`config.mk`:
```
export PLATFORM = sky130hd
export DESIGN_NAME = ptc_div_stage
export DESIGN_NICKNAME = d
export VERILOG_FILES = /design/src/hdl/ptc_pkg.sv /design/src/hdl/ptc_div_stage.sv
export SDC_FILE = /design/constraint.sdc
export NUM_CORES = 1
export LEC_CHECK = 0
export BUFFER_PORTS_ARGS = -buffer_cell sky130_fd_sc_hd__buf_2
export CORE_AREA = 2 2 203 205
export DETAILED_ROUTE_END_ITERATION = 12
export DIE_AREA = 0 0 205 207
export PLACE_DENSITY = 0.69
export SYNTH_ARGS = -nofsm -noshare
export SYNTH_HDL_FRONTEND = slang
export SYNTH_SLANG_ARGS = --single-unit
```
`constraint.sdc`:
```
create_clock -name clock -period 17.2 [get_ports clock]
set_clock_uncertainty 0.05 [all_clocks]
set_input_delay 0.86 -clock clock [delete_from_list [all_inputs] [get_ports clock]]
set_output_delay 0.86 -clock clock [all_outputs]
set_load 0.005 [all_outputs]
```
`src/hdl/ptc_pkg.sv`:
```
`timescale 1ns / 1ps
// ----------------------------------------------------------------------------
// ptc_pkg
// Shared types and constants for the pressure/temperature compensation block.
// ----------------------------------------------------------------------------
package ptc_pkg;

   localparam int RawWidth  = 20;
   localparam int TempWidth = 16;
   localparam int PresWidth = 32;
   localparam int CsrWidth  = 64;
   localparam int CsrIdxWidth = 2;

   localparam logic [CsrIdxWidth-1:0] CSR_TEMP_COEF = 2'd0;
   localparam logic [CsrIdxWidth-1:0] CSR_PRES_LOW  = 2'd1;
   localparam logic [CsrIdxWidth-1:0] CSR_PRES_HIGH = 2'd2;
   localparam logic [CsrIdxWidth-1:0] CSR_PRES_NINE = 2'd3;

   localparam logic signed [63:0] FineOffset = 64'sd128000;
   localparam logic signed [63:0] PresScale  = 64'sd3125;
   localparam logic [63:0]        PresFull   = 64'd1048576;
   localparam int P4Shift = 35;
   localparam int P1Shift = 33;
   localparam logic signed [31:0] RoundHalf = 32'sd128;

   // Number of quotient bits resolved per divider stage
   localparam int DivBitsPerStage = 2;
   localparam int DivStages = 64 / DivBitsPerStage;

   typedef struct packed {
      logic [RawWidth-1:0] raw_temperature;
      logic [RawWidth-1:0] raw_pressure;
   } req_type;

   typedef struct packed {
      logic signed [TempWidth-1:0] temperature_centi;
      logic [PresWidth-1:0]        pressure_q24_8;
      logic                        divide_fault;
   } rsp_type;

   typedef struct packed {
      logic [15:0]        t1;
      logic signed [15:0] t2;
      logic signed [15:0] t3;
      logic [15:0]        p1;
      logic signed [15:0] p2;
      logic signed [15:0] p3;
      logic signed [15:0] p4;
      logic signed [15:0] p5;
      logic signed [15:0] p6;
      logic signed [15:0] p7;
      logic signed [15:0] p8;
      logic signed [15:0] p9;
   } coef_type;

   // Payload that rides along through the divider stages
   typedef struct packed {
      logic signed [TempWidth-1:0] temp;
      logic signed [15:0]          p7;
      logic signed [15:0]          p8;
      logic signed [15:0]          p9;
      logic                        neg;
      logic                        fault;
   } div_side_type;

endpackage

```
`src/hdl/ptc_div_stage.sv`:
```
`timescale 1ns / 1ps
// ----------------------------------------------------------------------------
// ptc_div_stage
// One registered stage of the restoring unsigned 64/64 divider.
// ----------------------------------------------------------------------------
module ptc_div_stage (
   input  logic                       clock,
   input  logic                       reset,
   input  logic                       advance,
   input  logic                       valid_in,
   input  logic [63:0]                rem_in,
   input  logic [63:0]                quo_in,
   input  logic [63:0]                den_in,
   input  ptc_pkg::div_side_type      side_in,
   output logic                       valid_out,
   output logic [63:0]                rem_out,
   output logic [63:0]                quo_out,
   output logic [63:0]                den_out,
   output ptc_pkg::div_side_type      side_out
);
   logic                  valid_ff;
   logic [63:0]           rem_ff, quo_ff, den_ff;
   ptc_pkg::div_side_type side_ff;
   logic [63:0]           rem_in_c, quo_in_c;

   // Shift one dividend bit into the partial remainder per step
   always_comb begin
      logic [64:0] shifted;
      logic [64:0] trial;
      logic [63:0] r, q;
      r = rem_in;
      q = quo_in;
      for (int k = 0; k < ptc_pkg::DivBitsPerStage; k++) begin
         shifted = {r, q[63]};
         trial   = shifted - {1'b0, den_in};
         q = {q[62:0], 1'b0};
         if (!trial[64] || r[63]) begin
            r = trial[63:0];
            q[0] = 1'b1;
         end else begin
            r = shifted[63:0];
         end
      end
      rem_in_c = r;
      quo_in_c = q;
   end

   always_ff @(posedge clock) begin
      if (reset) begin
         valid_ff <= 1'b0;
      end else if (advance) begin
         valid_ff <= valid_in;
      end
      if (advance) begin
         rem_ff  <= rem_in_c;
         quo_ff  <= quo_in_c;
         den_ff  <= den_in;
         side_ff <= side_in;
      end
   end

   assign valid_out = valid_ff;
   assign rem_out   = rem_ff;
   assign quo_out   = quo_ff;
   assign den_out   = den_ff;
   assign side_out  = side_ff;
endmodule

```
==> qor.yml <==
status: "complete, but fails checks"
violations: "design-rule violations"
fmax_ghz: 0.121
worst_slew_pin_slew_ps: 1130
synthArstFlopShare_pct: 0
syn-num-nets: 2082
clk_pin_slew_worst_paths_ps: 60
drt_iter0_markers: 1069
core_um2: 40400
clockBufferDepth: 3
report.final.setup_viol: 0
synthTopCellsByArea: "edfxtp_1, ha_1, a21oi_1, xnor2_1, nand2_1"
synth_top_area_share_pct: 45.9
power_density_nw_per_um2: 111
period_share_pct: 48.1
netlist_top_cells_count: "edfxtp_1, a21oi_1, nand2_1"
syn_area_per_cell_um2: 9.99
routedWlPerCell_um: 19.6
io_pins: 521
cts_hold_buf: 0
dp_slack_ps: 8350
critical_path.endpoint_type: "flop"
grt-ovfl-total: 0
wl_um: 53700
fin_ws_ps: 8920
via_per_inst: 5.47
nets: 2564
antenna_found_initial: 16
grt_pass1_wl_um: 80100
layout-drive-gt1-share_pct: 27.6
drv_slew: 0
synth_edf_count: 258
dp.cells: 2673
synth_area_um2: 16900
drc: 1
floorplan.initialDensity_pct: 41.8
arrival_ps: 8520
clock-sinks: 259
n_fill_cell: 3764
hold_class: "in2reg"
vdd_ir_drop_max_v: 0.0000700
die_area_um2: 42400
worstSkewPairLatency_ps: 550
rsz0062_at_grt: "no"
tns_ps: 0
path_max_fanout: 82
path_class: "in2reg"
rows: 74
tritoncts: "built"
ys_warn_count: 0
fin_crit_ps: 8280
drtAntennaViolNets: 0
seq_area_frac_synth_pct: 46.0
ys.flop_type: "edfxtp_1"
cts_buffers: 29
netlist_instances: 1690
yosysTopAreaCell: "edfxtp_1"
cts_htree_levels: 1
synth.distinct_cells: 80
yosysMostFrequentCell: "edfxtp_1"
gp_congestion: 0.949
required_ps: 17440
final_util_pct: 51.5
grt_use_total_pct: 24.1
grt_pass1_vias: 14264
dr_total_vias: 14956
ctsResizeCount: 0
dr.pass1.iters: 10
power.leakage_nw: 9.22
postCtsSetupBuffers: 0
multi_input_area_um2: 8370
grt_max_degree: 95
syn_to_final_growth_pct: 23.2
hpwlAfterDp_um: 42700
placed_cell_area_um2: 19900
synth_seq_cells: 259
timing_hold_violations_final: 0
die_x_um: 205
clockRootBuffer: "clkbuf_16"
max_cap_viol_count: 0
start_kind: "primary input"
relSlewSlack_pct: 24.0
postLayoutCellArea_um2: 20800
stdcell_count: 2735
port_buffers: 520
die_h_um: 207
regArea_um2: 7770
-- through the flow --
step	power, mW	hold slack, ps
5_1_grt	2.45	400
2_1_floorplan	1.42	435
3_5_place_dp	1.71	443
4_1_cts	2.33	383
6_report	2.31	423
3_3_place_gp	1.70	428
-- layer usage --
metal	up-vias	GRT usage, %	wire length, um
met5	-	0	65
met2	631	40.3	25400
met3	88	6.25	4850
li1	7235	-	-
met4	10	7.47	1560
met1	6992	30.2	21900
-- critical path, stage by stage --
cell and delay [ps]:
buf_2 90, inv_1 60, ha_1 170, inv_1 60
fa_1 420, a211oi_1 310, o21ai_1 170, and4bb_4 250
o31ai_2 260, a31oi_2 170, a21oi_1 230, o21ba_2 320
buf_4 540, o21ai_0 250, ha_1 370, o211ai_1 200
a21oi_1 80, a211oi_2 350, o211ai_1 340, a21oi_1 390
o31ai_2 170, a41o_1 330, a41o_1 260, and4b_1 250
buf_4 370, clkinv_4 600, mux2_1 530
-- placed cells by master (no fill, tap or decap), drive strengths merged, types with 4 or more instances in the layout --
cell type / count
and3: 14
a21boi: 6
nor4: 9
nor2b: 17
diode: 10
nand4: 34
nor2: 132
a31oi: 13
a21o: 63
xor2: 41
a221oi: 4
edfxtp: 258
o31ai: 12
nand2b: 10
clkbuf: 35
inv: 108
nor3: 20
o211ai: 10
xnor2: 71
a21oi: 199
or3: 6
a211o: 5
a221o: 4
and2: 8
o41ai: 5
buf: 525
or2: 8
a31o: 4
mux2: 24
ha: 128
nand3: 30
nand2: 154
o21bai: 28
o31a: 5
o21ai: 99
clkinv: 11
o21a: 21
a211oi: 14
-- flip-flops by register name, indices dropped and copies added (netlist names) --
| signal | flops |
|---|---|
| den_out | 64 |
| quo_out | 64 |
| rem_out | 64 |
| side_out | 66 |
| valid_out | 1 |
-- kinds of logic (layout without fill, tap and decap cells) --
kind of cell    Yosys count  after routing  share of synthesized area, %
mux                      26             26                          1.72
other cells               0             10                             0
flops                   259            259                          46.0
compound gates          528            528                          19.8
fa+ha+maj               130            130                          9.72
simple gates            455            455                          12.5
buf+inv                 180            683                          4.43
xor+xnor                112            112                          5.81
-- final timing paths --
check | slack, ps | cells past startpoint | to | start
max | 8920 | 27 | rem_out[14]$_DFFE_PP_ | quo_in[63]
min | 420 | 2 | valid_out$_SDFFE_PP0P_ | reset
max reg2reg | 16540 | 2 | valid_out$_SDFFE_PP0P_ | valid_out$_SDFFE_PP0P_
min reg2reg | 480 | 2 | valid_out$_SDFFE_PP0P_ | valid_out$_SDFFE_PP0P_
-- layout make-up --
class / instances / area share, %
flip-flops and latches: 259 / 37.3
well taps: 532 / 3.20
clock inverters: 17 / 0.860
diodes: 10 / 0.120
multi-input cells: 1251 / 40.2
inverters: 106 / 1.94
clock buffers: 35 / 3.60
repair buffers: 525 / 12.7
-- power by group --
part	leakage, nW	internal [mW]	switching (mW)
Sequential	2.53	0.817	0.0252
Combinational	6.23	0.356	0.508
Clock	0.455	0.356	0.252
Total	9.22	1.53	0.786
No activity file was read; power rests on OpenSTA's default activity.
